### src/hw/rtl/aga_pkg.sv
// Shared types and constants of the affine-gap global aligner.
`default_nettype none
package aga_pkg;

    localparam int OPC_W     = 2;
    localparam int SYM_W     = 8;
    localparam int CFG_W     = 8;
    localparam int CFG_IDX_W = 2;
    localparam int OP_W      = 2;
    localparam int RUN_W     = 7;
    localparam int TOTAL_W   = 18;

    // Input opcodes
    localparam logic [OPC_W-1:0] OPC_TARGET = 2'd0;
    localparam logic [OPC_W-1:0] OPC_QUERY  = 2'd1;
    localparam logic [OPC_W-1:0] OPC_ALIGN  = 2'd2;

    // CIGAR operation codes
    localparam logic [OP_W-1:0] CIG_EQ  = 2'd0;
    localparam logic [OP_W-1:0] CIG_SUB = 2'd1;
    localparam logic [OP_W-1:0] CIG_INS = 2'd2;
    localparam logic [OP_W-1:0] CIG_DEL = 2'd3;

    // Configuration register indexes
    localparam logic [CFG_IDX_W-1:0] REG_MATCH    = 2'd0;
    localparam logic [CFG_IDX_W-1:0] REG_MISMATCH = 2'd1;
    localparam logic [CFG_IDX_W-1:0] REG_GAP_OPEN = 2'd2;
    localparam logic [CFG_IDX_W-1:0] REG_GAP_EXT  = 2'd3;

    typedef struct packed {
        logic signed [CFG_W-1:0] match;
        logic signed [CFG_W-1:0] mismatch;
        logic signed [CFG_W-1:0] gopen;
        logic signed [CFG_W-1:0] gap_ext;
    } score_cfg_t;

    // Traceback bits kept for every table cell
    typedef struct packed {
        logic            eq;
        logic            iopen;
        logic            dopen;
        logic [OP_W-1:0] gen_op;
    } tie_t;

    // Request that starts the run-length emitter
    typedef struct packed {
        logic             start;
        logic [RUN_W-1:0] cnt;
        logic [OP_W-1:0]  op;
        logic [RUN_W-1:0] len;
    } emit_req_t;

endpackage
`default_nettype wire

### src/hw/rtl/aga_cell.sv
// One column cell of the systolic score row with its traceback bit store.
`default_nettype none
module aga_cell #(
    parameter int MAX_LEN = 32,
    parameter int SCORE_W = 18,
    parameter int COL     = 0,
    parameter int ROW_W   = 5
) (
    input  logic                          clk,
    input  logic                          rst_n,
    input  logic                          init,
    input  logic signed [SCORE_W-1:0]     inf_val,
    input  aga_pkg::score_cfg_t           cfg,
    input  logic                          q_load,
    input  logic [aga_pkg::SYM_W-1:0]     q_sym,
    input  logic                          in_valid,
    input  logic [aga_pkg::SYM_W-1:0]     in_sym,
    input  logic [ROW_W-1:0]              in_row,
    input  logic signed [SCORE_W-1:0]     in_m,
    input  logic signed [SCORE_W-1:0]     in_i,
    input  logic signed [SCORE_W-1:0]     in_dm,
    input  logic signed [SCORE_W-1:0]     in_di,
    input  logic signed [SCORE_W-1:0]     in_dd,
    output logic                          out_valid,
    output logic [aga_pkg::SYM_W-1:0]     out_sym,
    output logic [ROW_W-1:0]              out_row,
    output logic signed [SCORE_W-1:0]     out_m,
    output logic signed [SCORE_W-1:0]     out_i,
    output logic signed [SCORE_W-1:0]     out_dm,
    output logic signed [SCORE_W-1:0]     out_di,
    output logic signed [SCORE_W-1:0]     out_dd,
    output logic signed [SCORE_W-1:0]     m_val,
    output logic signed [SCORE_W-1:0]     i_val,
    output logic signed [SCORE_W-1:0]     d_val,
    input  logic [ROW_W-1:0]              rd_row,
    output aga_pkg::tie_t                 rd_bits
);
    import aga_pkg::*;

    logic [SYM_W-1:0]          q_sym_reg;
    logic signed [SCORE_W-1:0] m_reg, i_reg, d_reg;
    logic                      out_valid_reg;
    logic [SYM_W-1:0]          out_sym_reg;
    logic [ROW_W-1:0]          out_row_reg;
    logic signed [SCORE_W-1:0] out_m_reg, out_i_reg, out_dm_reg, out_di_reg, out_dd_reg;
    tie_t                      tie_mem [0:MAX_LEN-1];
    tie_t                      rd_bits_reg;

    logic signed [SCORE_W-1:0] go, ge, diag_best, add, m_new;
    logic signed [SCORE_W-1:0] i_open, i_ext, i_new, d_open, d_ext, d_new;
    logic                      sym_eq, i_from_open, d_from_open;
    logic [OP_W-1:0]           pair_op;
    tie_t                      tie_new;

    // Cell recurrence for one row of this column
    always_comb
    begin
        go          = SCORE_W'(cfg.gopen);
        ge          = SCORE_W'(cfg.gap_ext);
        diag_best   = (in_dm > in_di) ? in_dm : in_di;
        diag_best   = (diag_best > in_dd) ? diag_best : in_dd;
        sym_eq      = (in_sym == q_sym_reg);
        add         = sym_eq ? SCORE_W'(cfg.match) : SCORE_W'(cfg.mismatch);
        m_new       = diag_best + add;
        i_open      = in_m + go;
        i_ext       = in_i + ge;
        i_from_open = (i_open >= i_ext);
        i_new       = i_from_open ? i_open : i_ext;
        d_open      = m_reg + go;
        d_ext       = d_reg + ge;
        d_from_open = (d_open >= d_ext);
        d_new       = d_from_open ? d_open : d_ext;
        pair_op     = sym_eq ? CIG_EQ : CIG_SUB;
        tie_new.eq    = sym_eq;
        tie_new.iopen = i_from_open;
        tie_new.dopen = d_from_open;
        if (m_new >= d_new)
        begin
            tie_new.gen_op = (m_new >= i_new) ? pair_op : CIG_INS;
        end
        else
        begin
            tie_new.gen_op = (d_new >= i_new) ? CIG_DEL : CIG_INS;
        end
    end

    // Hold the query symbol of this column
    always_ff @(posedge clk)
    begin
        if (q_load)
        begin
            q_sym_reg <= q_sym;
        end
    end

    // Advance the column scores; load the top-row boundary on init
    always_ff @(posedge clk)
    begin
        if (init)
        begin
            m_reg <= inf_val;
            d_reg <= inf_val;
            i_reg <= go + $signed(SCORE_W'(COL)) * ge;
        end
        else if (in_valid)
        begin
            m_reg <= m_new;
            i_reg <= i_new;
            d_reg <= d_new;
        end
    end

    // Hand data to the next cell
    always_ff @(posedge clk or negedge rst_n)
    begin
        if (!rst_n)
        begin
            out_valid_reg <= 1'b0;
        end
        else
        begin
            out_valid_reg <= in_valid && !init;
        end
    end

    always_ff @(posedge clk)
    begin
        out_sym_reg <= in_sym;
        out_row_reg <= in_row;
        out_m_reg   <= m_new;
        out_i_reg   <= i_new;
        out_dm_reg  <= m_reg;
        out_di_reg  <= i_reg;
        out_dd_reg  <= d_reg;
    end

    // Store traceback bits per row and read them back for the walk
    always_ff @(posedge clk)
    begin
        if (in_valid && !init)
        begin
            tie_mem[in_row] <= tie_new;
        end
        rd_bits_reg <= tie_mem[rd_row];
    end

    assign out_valid = out_valid_reg;
    assign out_sym   = out_sym_reg;
    assign out_row   = out_row_reg;
    assign out_m     = out_m_reg;
    assign out_i     = out_i_reg;
    assign out_dm    = out_dm_reg;
    assign out_di    = out_di_reg;
    assign out_dd    = out_dd_reg;
    assign m_val     = m_reg;
    assign i_val     = i_reg;
    assign d_val     = d_reg;
    assign rd_bits   = rd_bits_reg;

endmodule
`default_nettype wire

### config.mk
export PLATFORM = sky130hd
export DESIGN_NAME = aga_cell
export DESIGN_NICKNAME = d
export VERILOG_FILES = /design/src/hw/rtl/aga_pkg.sv /design/src/hw/rtl/aga_cell.sv
export SDC_FILE = /design/constraint.sdc
export NUM_CORES = 1
export LEC_CHECK = 0
export ABC_CLOCK_PERIOD_IN_PS = 10200
export BUFFER_PORTS_ARGS = -buffer_cell sky130_fd_sc_hd__buf_2
export CORE_MARGIN = 1.5
export CORE_UTILIZATION = 40
export DETAILED_ROUTE_END_ITERATION = 8
export HOLD_SLACK_MARGIN = 0.02
export PLACE_DENSITY = 0.67
export SLEW_MARGIN = 20
export SYNTH_ARGS = -nofsm -noshare
export SYNTH_HDL_FRONTEND = slang
export SYNTH_SLANG_ARGS = --single-unit
### constraint.sdc
create_clock -name clk -period 10.2 [get_ports clk]
set_input_delay 1.53 -clock clk [delete_from_list [all_inputs] [get_ports clk]]
set_output_delay 1.53 -clock clk [all_outputs]
set_load 0.01 [all_outputs]
After elaboration in Yosys (flattened, before gate mapping)

Memory sizes are Yosys's and may differ from the RTL's. A register that Yosys moved wholly into a read port is not among the register bits.
Cells that the tools add are included.

Reduce and logical (&&, ||, !) cells: 3
Add/subtract/negate cells: 5
Eq/ne operators: 1
Muxes and demuxes: 17
Magnitude comparators: 7

Operator list:

| operator          | count |
|---|---|
| $mux 18           | 11 |
| $ge 18x18->1      | 5 |
| $add 18x8->18     | 4 |
| $gt 18x18->1      | 2 |
| $add 18x18->18    | 1 |
| $eq 8x8->1        | 1 |
| $mux 1            | 4 |
| $mux 2            | 2 |
| $reduce_bool 2->1 | 1 |
| $logic_and 1x1->1 | 1 |
| $logic_not 1->1   | 1 |

Bits in registers: 166
Logic and storage cells: 46
Output and inout bits: 163
RAM bits: 160
Bits of input ports: 171
Memories kept: 1

Memory list:

| memory  | depth | width | rd ports | clocked after Yosys merged registers in | write ports | line           | source |
|---|---|---|---|---|---|---|---|
| tie_mem | 32    | 5     | 1        | 1                                       | 1           | aga_cell.sv:46 | `tie_t tie_mem [0:MAX_LEN-1];` |

Longest topological paths before layout

Depth after elaboration: 8
Mapped depth: 45
Depth with buffers taken out: 41

Worst setup path after synthesis

OpenSTA, ideal clock, no wires.

Kind: input-to-reg
From: input port in_di[16]
To: memory tie_mem[0][0] in the netlist's numbering, data pin
Path buffers: 5
Data arrival time: 10515 ps
Path slack: -782 ps
Stages: 43
Required time: 9733 ps
Setup time: 467 ps
Cell sequence: inv_1 -> ha_1 -> a2111o_1 -> a31oi_1 -> a221oi_1 -> or2_2 -> clkbuf_1 -> clkbuf_1 -> nand2_1 -> o21ai_0 -> ha_1 -> a21o_1 -> a21o_1 -> a2111o_1 -> a211o_1 -> and2_1 -> clkbuf_1 -> clkbuf_1 -> [... 7 more ...] -> o21ai_0 -> a21oi_1 -> o21a_1 -> o21a_1 -> o21ai_0 -> and2_1 -> xnor2_1 -> ha_1 -> a21o_1 -> a21oi_1 -> o21ai_0 -> a31oi_1 -> or3_1 -> buf_1 -> a2111oi_1 -> nor3_1 -> or4_1 -> a211oi_1

RTL lines:

| what        | line           | source |
|---|---|---|
| from (decl) | aga_cell.sv:22 | `input logic signed [SCORE_W-1:0] in_di,` |
| to (decl)   | aga_cell.sv:46 |  |

==> metrics.md <==
| Metric | Value |
|---|---|
| Top post-synthesis cells by area | `edfxtp_1 (36%), ha_1 (14%), dfxtp_1 (12%)` |
| Flop2flop setup slack | `1800 ps` |
| Clk slew on worst S/H paths | `60 ps` |
| FFs w/ async S/R, synth | `0.302%` |
| Die Area | `0.0479 mm^2` |
| Starting Density | `40.8%` |
| Depth of the CTS H-tree | `2` |
| Syn Nets | `2,012` |
| Internal Power | `5050 uW` |
| Max Slew Vio Count | `0` |
| Crit start category | `input pin` |
| First-pass DRT Iterations | `5` |
| Worst Path Arrival | `9920 ps` |
| Core ar. | `0.0457 mm^2` |
| Post-Synthesis Cells | `1,627` |
| Die height | `219 um` |
| Post-layout util | `49.5%` |
| Flops & latches, synth | `331` |
| Number of top-level design ports | `334` |
| Outcome | `finished, final reports clean` |
| Seq pwr share | `27.9%` |
| Iter 0 DRT Violations | `821` |
| PortBufs | `333` |
| Reg2Reg Depth | `30` |
| FMAX | `105 MHz` |
| Post-layout min period | `9500 ps` |
| Cell mode on critical path | `ha_1` |
| CTS Sinks | `331` |
| P&R area growth vs syn | `21.3%` |
| Rel. slew slack | `31.2%` |
| Post-route ant nets | `0` |
| Final Instance Count excl. Fillers | `2,630` |
| CP peak stage delay | `540 ps` |
| Worst setup path endpoint | `tie_mem[4][0]$_DFFE_PP_` |
| Final GP Congestion | `0.918` |
| RSZ-0062 raised after global routing | `false` |
| Top-area cell type share of the netlist area | `35.7%` |
| Clock power share | `17.3%` |
| Switching pwr | `3620 uW` |
| Row count | `78` |
| Placed cells | `2,554` |
| Initial antenna violation count | `8` |
| Vias in the first global route | `14,136` |
| Synth Cell Area | `0.0187 mm^2` |
| Max reg flops | `160` |
| Largest reg by FF count | `tie_mem` |
| First-pass GRT wire length | `79.7 mm` |
| Pre-CTS setup slack | `-115 ps` |
| Clk_skew | `28.2 ps` |
| R2R Path Start | `d_val[0]$_DFFE_PP_` |
| Final Hold Viols | `0` |
| Sequential share of the synthesized area | `47.5%` |
| Crit path launch | `in_dm[16]` |
| WL/cell | `20.2 um` |
| Post-synthesis cell type count | `74` |
| CP required | `10,620 ps` |
| Crit. path cell count | `40` |
| Hold Slack | `364 ps` |
| Critical path class | `input pin to flop` |
| Max Root-Sink Buffers | `3` |
| Post-synth top area cell | `edfxtp_1` |
| Peak VDD IR | `0.000632 V` |
| Capture point of the worst reg-to-reg path | `tie_mem[4][0]$_DFFE_PP_` |
| Chip Width | `219 um` |
| Vias per std cell | `5.34` |
| Syn avg cell area | `11.5 um^2` |
| Worst slew pin tran | `1030 ps` |
| Largest net degree at the start of global routing | `55` |
| Crit-path max FO | `34` |
| Logic pwr share | `54.8%` |
| Final WL | `53.1 mm` |
| DRC viols | `0` |
| Via count | `14,053` |
| Pwr Total | `8660 uW` |
| CTS root buffer | `clkbuf_16` |
| DPL Wire Length | `41.5 mm` |
| Sw Ratio | `41.8%` |
| P_leak | `0.0100 uW` |
| Final WS setup | `700 ps` |
| Worst-Skew Late Latency | `580 ps` |
| Hold wc startpoint | `i_val[6]$_DFFE_PP_` |
| Max cap viols | `0` |
| Ratio of cells with drive above 1 in the final layout | `26.7%` |
| Total of warnings raised by yosys | `0` |
| CP bufs+invs | `5` |
| Prevailing post-synth register cell | `edfxtp_1` |
| GRT Util Overall | `22.0%` |
| CP Capture Type | `flop` |
| EDFF count, synth | `222` |
| CP delay by family, top | `compound AO/OA/AOI/OAI gates` |
| Hold_buf cts | `0` |
| Slowest CP cell | `or4_1` |
| TritonCTS clock tree | `done` |
| # nets final | `2,380` |
| Global route total overflow | `0` |
| TritonCTS Buffers | `39` |
| Min-delay worst type | `flop to flop` |
| Crit share post-route | `93.1%` |
| Setup Viol. Count Final | `0` |
| Power density over cell area | `383 mW/mm^2` |
[cells in the final DEF, fill, tap and decap left out, types with 28 or more instances in the layout]
master | Yosys | layout
nand2_1 | 139 | 139
clkbuf_16 | 0 | 40
nor2_1 | 93 | 93
mux2_2 | 44 | 44
xor2_1 | 28 | 28
inv_1 | 143 | 142
mux4_2 | 50 | 50
ha_1 | 209 | 209
xnor2_1 | 55 | 55
buf_2 | 0 | 333
a21o_1 | 43 | 43
dfxtp_1 | 108 | 108
a21oi_1 | 102 | 101
edfxtp_1 | 222 | 222
o21ai_0 | 91 | 83
[how the worst min path moves through the flow]
stage,cells after the start,end,slack [ps]
2_1_floorplan,0,out_di[0]$_DFF_P_,420
3_3_place_gp,0,out_di[17]$_DFF_P_,350
3_5_place_dp,0,out_di[6]$_DFF_P_,350
4_1_cts,0,out_di[6]$_DFF_P_,370
5_1_grt,0,out_di[6]$_DFF_P_,380
6_report,0,out_di[6]$_DFF_P_,360
[final cells by class]
| type | instances | area, um^2 |
|---|---|---|
| Fill cell | 4155 | 23000 |
| Tap cell | 600 | 751 |
| Inverter | 145 | 544 |
| Timing Repair Buffer | 359 | 1900 |
| Clock buffer | 53 | 1080 |
| Antenna cell | 4 | 10.0 |
| Multi-Input combinational cell | 1119 | 9170 |
| Sequential cell | 331 | 8850 |
| Clock inverter | 19 | 320 |
[per-stage QoR]
stage | instance area [um^2] | TNS, ps
2_1_floorplan | 18700 | 0
3_3_place_gp | 21200 | 0
4_1_cts | 22600 | 0
5_1_grt | 22600 | 0
6_report | 22600 | 0
3_5_place_dp | 21200 | -3640
[layer usage]
metal	global-route usage [%]	routed length, um	up-vias
li1	-	-	6744
met1	26.6	21500	6697
met2	38.6	26400	495
met3	4.41	3350	111
met4	8.24	1810	6
met5	0	42	-
[repair_timing]
item	CTS	global route
gates resized for setup	0	13
setup endpoints to repair	0	64
buffers inserted	0	0
[kinds of logic after synthesis]
kind of cell	share of synthesized area (%)
xor+xnor	3.90
compound gates	12.1
flops	47.5
buf+inv	3.56
simple gates	9.08
mux	9.35
fa+ha+maj	14.6
[power groups by stage]
stage / clock (uW) / combinational (uW) / sequential, uW
2_1_floorplan: 0 / 2890 / 2520
3_3_place_gp: 0 / 4490 / 2430
3_5_place_dp: 0 / 4650 / 2440
4_1_cts: 1530 / 4700 / 2420
5_1_grt: 1580 / 5270 / 2440
6_report: 1500 / 4750 / 2420
[worst register-to-register path: cells and delay by family, from the launching register on]
| kind | cells | cell delay [ps] |
|---|---|---|
| adders and majority gates | 4 | 1300 |
| muxes | 1 | 330 |
| AOI/OAI and AO/OA | 16 | 3700 |
| and+or+nand+nor | 5 | 1680 |
| xor gates and xnor gates | 1 | 170 |
| DFF | 1 | 440 |
| buffers and inverters | 3 | 640 |
[cell usage after synthesis, types with 3 or more instances]
library cell,n
nor3_1,24
nand3_1,13
or2_2,5
ha_1,209
xnor2_1,55
and4_1,5
o21a_1,20
xor2_1,28
a221oi_1,3
o21bai_1,15
a211oi_1,13
o31ai_1,5
mux2_2,44
o211ai_1,4
and2_1,5
nor2b_1,9
fa_1,5
o21ai_0,91
edfxtp_1,222
a21o_1,43
or3_1,10
a211oi_2,3
nand3b_1,5
o31a_1,4
nand2b_1,13
a21oi_1,102
mux4_2,50
buf_1,7
a2111o_1,5
nand4_1,13
clkbuf_1,25
mux2i_1,10
o2111ai_1,4
o22ai_1,3
nand2_1,139
nor3b_1,3
a31oi_1,7
and3_1,14
dfxtp_1,108
inv_1,143
nor4_1,5
nor2_1,93
o21ai_1,6
Power figures use the tool's default switching activity.
