### config.mk
export PLATFORM = sky130hd
export DESIGN_NAME = aga_emit_flat
export DESIGN_NICKNAME = d
export VERILOG_FILES = /design/src/hw/rtl/aga_pkg.sv /design/src/hw/rtl/aga_if.sv /design/src/hw/rtl/aga_emit.sv /design/src/flat_wrapper.sv
export SDC_FILE = /design/constraint.sdc
export NUM_CORES = 1
export LEC_CHECK = 0
export BUFFER_PORTS_ARGS = -buffer_cell sky130_fd_sc_hd__clkbuf_2
export CAP_MARGIN = 25
export CELL_PAD_IN_SITES_DETAIL_PLACEMENT = 1
export CELL_PAD_IN_SITES_GLOBAL_PLACEMENT = 1
export CORE_UTILIZATION = 35
export DETAILED_ROUTE_END_ITERATION = 10
export PLACE_DENSITY_LB_ADDON = 0.3
export SETUP_SLACK_MARGIN = 0.1
export SLEW_MARGIN = 20
export SYNTH_ARGS = -nofsm -noshare
export SYNTH_HDL_FRONTEND = slang
export SYNTH_SLANG_ARGS = --single-unit
### constraint.sdc
create_clock -name clk -period 4.46 [get_ports clk]
set_clock_uncertainty 0.05 [all_clocks]
set_input_delay 0.223 -clock clk [delete_from_list [all_inputs] [get_ports clk]]
set_output_delay 0.223 -clock clk [all_outputs]
set_load 0.005 [all_outputs]
### src/hw/rtl/aga_pkg.sv
// Shared types and constants of the affine-gap global aligner.
`default_nettype none
package aga_pkg;

    localparam int OPC_W     = 2;
    localparam int SYM_W     = 8;
    localparam int CFG_W     = 8;
    localparam int CFG_IDX_W = 2;
    localparam int OP_W      = 2;
    localparam int RUN_W     = 7;
    localparam int TOTAL_W   = 18;

    // Input opcodes
    localparam logic [OPC_W-1:0] OPC_TARGET = 2'd0;
    localparam logic [OPC_W-1:0] OPC_QUERY  = 2'd1;
    localparam logic [OPC_W-1:0] OPC_ALIGN  = 2'd2;

    // CIGAR operation codes
    localparam logic [OP_W-1:0] CIG_EQ  = 2'd0;
    localparam logic [OP_W-1:0] CIG_SUB = 2'd1;
    localparam logic [OP_W-1:0] CIG_INS = 2'd2;
    localparam logic [OP_W-1:0] CIG_DEL = 2'd3;

    // Configuration register indexes
    localparam logic [CFG_IDX_W-1:0] REG_MATCH    = 2'd0;
    localparam logic [CFG_IDX_W-1:0] REG_MISMATCH = 2'd1;
    localparam logic [CFG_IDX_W-1:0] REG_GAP_OPEN = 2'd2;
    localparam logic [CFG_IDX_W-1:0] REG_GAP_EXT  = 2'd3;

    typedef struct packed {
        logic signed [CFG_W-1:0] match;
        logic signed [CFG_W-1:0] mismatch;
        logic signed [CFG_W-1:0] gopen;
        logic signed [CFG_W-1:0] gap_ext;
    } score_cfg_t;

    // Traceback bits kept for every table cell
    typedef struct packed {
        logic            eq;
        logic            iopen;
        logic            dopen;
        logic [OP_W-1:0] gen_op;
    } tie_t;

    // Request that starts the run-length emitter
    typedef struct packed {
        logic             start;
        logic [RUN_W-1:0] cnt;
        logic [OP_W-1:0]  op;
        logic [RUN_W-1:0] len;
    } emit_req_t;

endpackage
`default_nettype wire

### src/hw/rtl/aga_if.sv
// Valid/ready channel interfaces for the command and result streams.
`default_nettype none


interface aga_out_if;
    import aga_pkg::*;
    logic                      valid;
    logic                      ready;
    logic [OP_W-1:0]           cigar_op;
    logic [RUN_W-1:0]          run_length;
    logic signed [TOTAL_W-1:0] total_score;
    logic                      overflow;
    logic                      last;
    modport source (output valid, cigar_op, run_length, total_score, overflow, last,
                    input ready);
    modport sink (input valid, cigar_op, run_length, total_score, overflow, last,
                  output ready);
endinterface
`default_nettype wire

### src/hw/rtl/aga_emit.sv
// Path buffer and run-length emitter that replays the traceback in forward order.
`default_nettype none
module aga_emit #(
    parameter int MAX_LEN = 32
) (
    input  logic                               clk,
    input  logic                               rst_n,
    input  aga_pkg::emit_req_t                 req,
    input  logic signed [aga_pkg::TOTAL_W-1:0] score,
    input  logic                               ovf,
    input  logic                               path_we,
    input  logic [aga_pkg::RUN_W-1:0]          path_addr,
    input  logic [aga_pkg::OP_W-1:0]           path_op,
    output logic                               busy,
    aga_out_if.source                          result
);
    import aga_pkg::*;

    localparam int PATH_D = 2 * MAX_LEN;
    localparam int PATH_W = $clog2(PATH_D);

    typedef enum logic [3:0] {
        E_IDLE  = 4'b0001,
        E_READ  = 4'b0010,
        E_CMP   = 4'b0100,
        E_FINAL = 4'b1000
    } emit_state_t;

    emit_state_t               state_reg, state_next;
    logic [OP_W-1:0]           path_mem [0:PATH_D-1];
    logic [RUN_W-1:0]          idx_reg, idx_next, len_reg, len_next, rd_idx;
    logic [OP_W-1:0]           cur_op_reg, cur_op_next, rd_op_reg;
    logic signed [TOTAL_W-1:0] score_reg;
    logic                      ovf_reg;
    logic                      out_valid_reg;
    logic [OP_W-1:0]           out_op_reg;
    logic [RUN_W-1:0]          out_len_reg;
    logic signed [TOTAL_W-1:0] out_score_reg;
    logic                      out_ovf_reg, out_last_reg;
    logic                      slot_free, push, push_last, need_push;

    assign slot_free = !out_valid_reg || result.ready;
    assign rd_idx    = idx_reg - RUN_W'(1);
    assign need_push = (len_reg != '0) && (rd_op_reg != cur_op_reg);

    // Walk the path from its far end, merging equal operations into runs
    always_comb
    begin
        state_next  = state_reg;
        idx_next    = idx_reg;
        len_next    = len_reg;
        cur_op_next = cur_op_reg;
        push        = 1'b0;
        push_last   = 1'b0;
        case (state_reg)
            E_IDLE:
            begin
                if (req.start)
                begin
                    idx_next    = req.cnt;
                    len_next    = req.len;
                    cur_op_next = req.op;
                    state_next  = (req.cnt == '0) ? E_FINAL : E_READ;
                end
            end
            E_READ:
            begin
                state_next = E_CMP;
            end
            E_CMP:
            begin
                if (!need_push || slot_free)
                begin
                    push        = need_push;
                    len_next    = need_push ? RUN_W'(1) : len_reg + RUN_W'(1);
                    cur_op_next = rd_op_reg;
                    idx_next    = rd_idx;
                    state_next  = (rd_idx == '0) ? E_FINAL : E_READ;
                end
            end
            E_FINAL:
            begin
                if (slot_free)
                begin
                    push       = 1'b1;
                    push_last  = 1'b1;
                    state_next = E_IDLE;
                end
            end
            default:
            begin
                state_next = E_IDLE;
            end
        endcase
    end

    always_ff @(posedge clk or negedge rst_n)
    begin
        if (!rst_n)
        begin
            state_reg     <= E_IDLE;
            out_valid_reg <= 1'b0;
        end
        else
        begin
            state_reg <= state_next;
            if (push)
            begin
                out_valid_reg <= 1'b1;
            end
            else if (result.ready)
            begin
                out_valid_reg <= 1'b0;
            end
        end
    end

    // Latch run data, score and overflow for the whole alignment
    always_ff @(posedge clk)
    begin
        idx_reg    <= idx_next;
        len_reg    <= len_next;
        cur_op_reg <= cur_op_next;
        if (state_reg == E_IDLE && req.start)
        begin
            score_reg <= score;
            ovf_reg   <= ovf;
        end
        if (push)
        begin
            out_op_reg    <= cur_op_reg;
            out_len_reg   <= len_reg;
            out_score_reg <= score_reg;
            out_ovf_reg   <= ovf_reg;
            out_last_reg  <= push_last;
        end
    end

    // Path store: written by the traceback, read backward here
    always_ff @(posedge clk)
    begin
        if (path_we)
        begin
            path_mem[path_addr[PATH_W-1:0]] <= path_op;
        end
        if (state_reg == E_READ)
        begin
            rd_op_reg <= path_mem[rd_idx[PATH_W-1:0]];
        end
    end

    assign busy               = (state_reg != E_IDLE);
    assign result.valid       = out_valid_reg;
    assign result.cigar_op    = out_op_reg;
    assign result.run_length  = out_len_reg;
    assign result.total_score = out_score_reg;
    assign result.overflow    = out_ovf_reg;
    assign result.last        = out_last_reg;

endmodule
`default_nettype wire

### src/flat_wrapper.sv
// flat-port wrapper written by rule: the top's interface ports become plain ports
module aga_emit_flat import aga_pkg::*;
#(
    parameter int MAX_LEN = 32
)
  (clk, rst_n, req, score, ovf, path_we, path_addr, path_op, busy, result_valid, result_cigar_op, result_run_length, result_total_score, result_overflow, result_last, result_ready);
  aga_out_if result_i ();
  input  logic clk;
  input  logic rst_n;
  input  aga_pkg::emit_req_t req;
  input  logic signed [aga_pkg::TOTAL_W-1:0] score;
  input  logic ovf;
  input  logic path_we;
  input  logic [aga_pkg::RUN_W-1:0] path_addr;
  input  logic [aga_pkg::OP_W-1:0] path_op;
  output logic busy;
  output wire logic [$bits(result_i.valid)-1:0] result_valid;
  output wire logic [$bits(result_i.cigar_op)-1:0] result_cigar_op;
  output wire logic [$bits(result_i.run_length)-1:0] result_run_length;
  output wire logic [$bits(result_i.total_score)-1:0] result_total_score;
  output wire logic [$bits(result_i.overflow)-1:0] result_overflow;
  output wire logic [$bits(result_i.last)-1:0] result_last;
  input wire logic [$bits(result_i.ready)-1:0] result_ready;
  assign result_valid = result_i.valid;
  assign result_cigar_op = result_i.cigar_op;
  assign result_run_length = result_i.run_length;
  assign result_total_score = result_i.total_score;
  assign result_overflow = result_i.overflow;
  assign result_last = result_i.last;
  assign result_i.ready = result_ready;
  aga_emit #(.MAX_LEN(MAX_LEN)) u_core (.clk(clk), .rst_n(rst_n), .req(req), .score(score), .ovf(ovf), .path_we(path_we), .path_addr(path_addr), .path_op(path_op), .busy(busy), .result(result_i));
endmodule
After elaboration in Yosys (flattened, before gate mapping):

Memories as Yosys holds them, arrays and structs flattened. A register that Yosys moved wholly into a read port is not among the register bits.
Cells that the tools add are included.

* bits of input ports: 49
* memory bits (writable): 128
* memories: 1
* register bits after elaboration: 69
* word-level logic and storage cells: 60

Memories
* u_core.path_mem: words 64, width 2, read ports 1, clocked after memory_dff 1, wr ports 1, RTL line aga_emit.sv:30 `logic [OP_W-1:0] path_mem [0:PATH_D-1];`

* reductions and logical operators: 13
* muxes and demuxes: 23
* add/sub/neg operators: 2
* equality and inequality tests: 9

Operators with widths (count)
* 7-bit two-way mux: 5
* 7-bit case mux with 2 select lines: 2
* 4-bit two-way mux: 5
* 4-bit case mux with 4 select lines: 1
* 7-bit logical NOT: 2
* 7-bit by 1-bit adder with 7-bit output (second input constant): 1
* 7-bit nonzero test: 1
* 7-bit by 1-bit subtractor with 7-bit output (second input constant): 1
* 1-bit two-way mux: 6
* 3-bit AND reduction: 2
* 4-bit by 1-bit equality test with 1-bit output (second input constant): 1
* 4-bit by 2-bit equality test with 1-bit output (second input constant): 1
* 4-bit by 3-bit equality test with 1-bit output (second input constant): 1
* 4-bit equality test (second input constant): 1
* 2-bit two-way mux: 2
* 2-bit by 1-bit != test with 1-bit output (second input constant): 2
* 4-bit by 1-bit != test with 1-bit output (second input constant): 1
* 2-bit case mux with 2 select lines: 1
* 2-bit nonzero test: 2
* 1-bit logical AND: 2
* 1-bit logical NOT: 2
* 1-bit logical OR: 2
* 2-bit != test: 1
* 2-bit != test (second input constant): 1
* 1-bit case mux with 2 select lines: 1

Depth between registers and ports, before layout:

* depth after elaboration: 7
* depth in mapped cells: 12

Worst setup path before layout:

Ideal clock, no wire load.

* path kind: register -> register
* start: register u_core.len_reg[0]
* end: register u_core.out_op_reg[0] (netlist: u_core.result.cigar_op[0]) (enable)
* cell stages (with the launch flop): 8
* library setup time: 415 ps
* period minus slack after synthesis: 3121 ps
* arrival time: 2656 ps
* data required time: 3995 ps
* path slack: 1339 ps
* cell sequence: edfxtp_1 inv_1 ha_1 nor4b_1 a22oi_1 a21oi_1 nand2b_1 nor2_1

* longest elaborated chain between the ends: 6

RTL lines
* start, declared: RTL line aga_emit.sv:31 `logic [RUN_W-1:0] idx_reg, idx_next, len_reg, len_next, rd_idx;`
* start signal, assigned: RTL line aga_emit.sv:122 `len_reg <= len_next;`
* 7-bit nonzero test (*): RTL line aga_emit.sv:44 `assign need_push = (len_reg != '0) && (rd_op_reg != cur_op_reg);`
* 1-bit logical AND (*): RTL line aga_emit.sv:44
* 1-bit logical NOT: RTL line aga_emit.sv:72 `if (!need_push || slot_free)`
* 1-bit logical OR: RTL line aga_emit.sv:72
* 1-bit two-way mux (*): RTL line aga_emit.sv:72
* 1-bit case mux with 2 select lines (*): RTL line aga_emit.sv:55 `case (state_reg)`
* via u_core.push: RTL line aga_emit.sv:40 `logic slot_free, push, push_last, need_push;`
* end signal, assigned: RTL line aga_emit.sv:131 `out_op_reg <= cur_op_reg;`
* end, declared: RTL line aga_emit.sv:36 `logic [OP_W-1:0] out_op_reg;`

Mark *: on every way through the listed nets, which the timed path passes. The rest lies on a longest branch.
A chain may end at the register's enable or synchronous reset.

Worst setup path in the final report:

* start: register u_core.idx_reg[1]
* end: register u_core.rd_op_reg[0], read port of u_core.path_mem, data pin

* longest elaborated chain between the ends: 1

RTL lines
* start, declared: RTL line aga_emit.sv:31
* start signal, assigned: RTL line aga_emit.sv:121 `idx_reg <= idx_next;`
* 7-bit by 1-bit subtractor with 7-bit output: RTL line aga_emit.sv:43 `assign rd_idx = idx_reg - RUN_W'(1);`
* end, declared: RTL line aga_emit.sv:32 `logic [OP_W-1:0] cur_op_reg, cur_op_next, rd_op_reg;`

No other way between the ends.

==> flow_summary.toml <==
[run_status]
outcome = "complete, but fails checks"
violations = "DRC"

[clock_network]
cts_buffers = 17
cts_tree = "yes"
post-cts-setup-buffers = 0
cts.clk_slew.worst_paths_ns = 0.08
insertion_delay_ns = 0.44
ctsHtreeMaxLevel = 4
clock_path_buffers = 2
clockRootBuffer = "clkbuf_16"
cts_sinks = 199

[synth]
synth.distinct_cells = 54
postSynthCellCount = 585
synthesis.area_mm2 = 0.008638
synth_edf_count = 194
ys_seq_area_frac = 0.6890
postSynthAreaPerCell_um2 = 14.77
synth_nets = 638
yosysWarnings = 0
synthFlopType = "edfxtp_1"
synth_seq_cells = 199
synthArstFlopShare = 0.02513

[critical_path]
critPathArrivalTime_ns = 3.33
worst_ep_required_time_ns = 4.67
crit_fanout = 18
timing_worst_setup_path_type = "flop to flop"
end_kind = "flop"
crit_path_start_kind = "flop"

[run]
maxCapViolCount = 0

[global_routing]
grt_usage = 0.1604
gr-total-overflow = 0
grt_antenna_before_repair = 0
grt_first_pass_wirelength_mm = 30.75
grt_pass1_vias = 5513
grt_max_degree = 83

[pwr]
clkPwrFrac = 0.298
leakagePower_nw = 3.385
ir_drop_mv = 0.2174
p_total_mw = 5.141
intPower_mw = 3.546
p_sw_mw = 1.595
switching_share = 0.3103
p_per_area_mw_per_mm2 = 505.3
p_seq_frac = 0.449
pwr-share-comb = 0.253

[floorplan]
die_area_mm2 = 0.02531
coreArea_mm2 = 0.02425
ios = 80
die_h_um = 159.1
die-width_um = 159.1
fp-row-count = 57
initial_core_util = 0.3562

[route]
wirelength_mm = 19.47
wl_per_cell_um = 19.28
first_pass_iters = 7
ant_nets = 0
num_vias = 5144
via_per_inst = 5.093
drc = 2
first_iter_violations = 247

[layout]
fillCellCount = 2467
drive_gt1_frac = 0.2478
area_delta_synth_final_pct = 17.77
fin_util = 0.4196
nNetsFinal = 726
largest_reg_flops = 128
num_antenna_cells = 0

[timing]
layout_min_cycle_time_ns = 3.125
finalSetupViolCount = 0
hold_viol_final = 0
max_slew_margin = 0.3796
rsz0062_at_grt = "false"
fin_crit_sh = 0.7006
fmax_ghz = 0.3200
tightest_slew_ns = 0.9305
fin_tns_setup_ns = 0
maxSlewViolCount = 0
whs_ns = 0.01954

[placed_design]
hpwl_mm = 12.45
gp_congestion = 0.7785
port_buffers = 78

[min_path]
hp-class = "input pin to flop"
layout make-up:
| class | instances | area [um2] | share of cell area |
|---|---|---|---|
| Multi-Input combinational cell | 343 | 2534 | 0.2490 |
| Sequential cell | 199 | 5952 | 0.5850 |
| Timing Repair Buffer | 106 | 655.6 | 0.06444 |
| Clock inverter | 15 | 178.9 | 0.01759 |
| Clock buffer | 17 | 425.4 | 0.04182 |
| Inverter | 6 | 22.52 | 0.002214 |
| Tap cell | 324 | 405.4 | 0.03985 |
stage by stage:
stage / std cells / instance area, um2 / setup WS [ns]
3_5_place_dp: 958 / 9359 / 1.158
3_3_place_gp: 958 / 9354 / 1.232
2_1_floorplan: 585 / 8638 / 1.339
4_1_cts: 1010 / 10160 / 1.146
5_1_grt: 1010 / 10170 / 1.114
6_report: 1010 / 10170 / 1.335
worst max-delay path: stages, from the launching register on:
cell and delay [ns]:
edfxtp_1 0.44, inv_1 0.13, ha_4 0.22, xnor2_4 0.55
buf_4 0.39, mux2_1 0.37, o41ai_2 0.39, o221ai_1 0.19
o22ai_1 0.21
worst paths after layout:
path                       depth (start not counted)                         from                                to  slack [ns]
min                                                3                       req[0]       u_core.len_reg[0]$_DFFE_PP_        0.02
min reg2reg                                        0     u_core.ovf_reg$_DFFE_PP_  u_core.result.overflow$_DFFE_PP_        0.37
min in group asynchronous                          2                        rst_n   u_core.state_reg[2]$_DFFE_PN0P_        0.08
max                                                8  u_core.idx_reg[1]$_DFFE_PP_     u_core.rd_op_reg[0]$_DFFE_PP_        1.34
max reg2reg                                        8  u_core.idx_reg[1]$_DFFE_PP_     u_core.rd_op_reg[0]$_DFFE_PP_        1.34
max in group asynchronous                          2                        rst_n   u_core.state_reg[0]$_DFFE_PN1P_        4.07
power groups by stage:
stage / clock, mW / sequential (mW) / combinational [mW]
after global routing: 1.63 / 2.32 / 1.43
after floorplan: 0 / 2.31 / 0.936
after global placement: 0 / 2.34 / 1.26
after detailed placement: 0 / 2.35 / 1.29
final: 1.53 / 2.31 / 1.30
after CTS: 1.57 / 2.31 / 1.32
per-layer routing:
layer	global-route usage	part of all wire	vias to the layer above	routed length, um
li1	-	-	2404	-
met1	0.2004	0.43	2578	8448
met2	0.2773	0.50	138	9694
met3	0.03334	0.052	24	1007
met4	0.05288	0.017	0	323
met5	0	0	-	0
Yosys cell counts, types with 8 or more instances:
| cell | instances | share of area |
|---|---|---|
| mux4_2 | 16 | 0.042 |
| mux2i_1 | 10 | 0.012 |
| nand2_1 | 29 | 0.013 |
| nor3b_1 | 33 | 0.029 |
| o21ai_0 | 10 | 0.0058 |
| nand2b_1 | 9 | 0.0065 |
| a21oi_1 | 8 | 0.0046 |
| edfxtp_1 | 194 | 0.67 |
| mux2_2 | 24 | 0.031 |
| clkbuf_1 | 27 | 0.012 |
| nor3_1 | 19 | 0.011 |
| nand3b_1 | 18 | 0.016 |
| nor2_1 | 73 | 0.032 |
| buf_2 | 8 | 0.0046 |
cells by family (layout without fill, tap and decap cells):
kind of cell             after synthesis  in the layout  share of synthesized area
AO/OA/AOI/OAI                         47             47                    0.03795
AND/OR/NAND/NOR                      222            222                     0.1376
adder cells (fa/ha/maj)                4              4                   0.005794
multiplexers                          58             58                    0.09589
buffers and inverters                 43            144                    0.02071
flip-flops                           199            199                     0.6890
XOR/XNOR                              12             12                    0.01304
placed cells by master, fill, tap and decap left out, types with 5 or more instances in the layout:
| master | count |
|---|---|
| nand3b_1 | 18 |
| xnor2_1 | 7 |
| mux2_1 | 6 |
| nand3_1 | 7 |
| clkinv_8 | 5 |
| nor2_1 | 72 |
| nor3_1 | 19 |
| o22ai_1 | 6 |
| nor2b_1 | 7 |
| nor3b_1 | 33 |
| nand2b_1 | 9 |
| clkbuf_2 | 76 |
| clkbuf_16 | 17 |
| o31ai_1 | 6 |
| mux2i_1 | 10 |
| inv_1 | 6 |
| nor4_1 | 7 |
| o21ai_0 | 10 |
| edfxtp_1 | 194 |
| mux4_2 | 16 |
| buf_4 | 8 |
| dlygate4sd3_1 | 20 |
| nand2_1 | 29 |
| mux2_2 | 24 |
| a21oi_1 | 8 |
what timing repair did:
item,in CTS,in global routing
hold buffers,20,0
endpoints found under the hold margin,24,0
resized for setup,0,0
No activity file was read; power rests on OpenSTA's default activity.
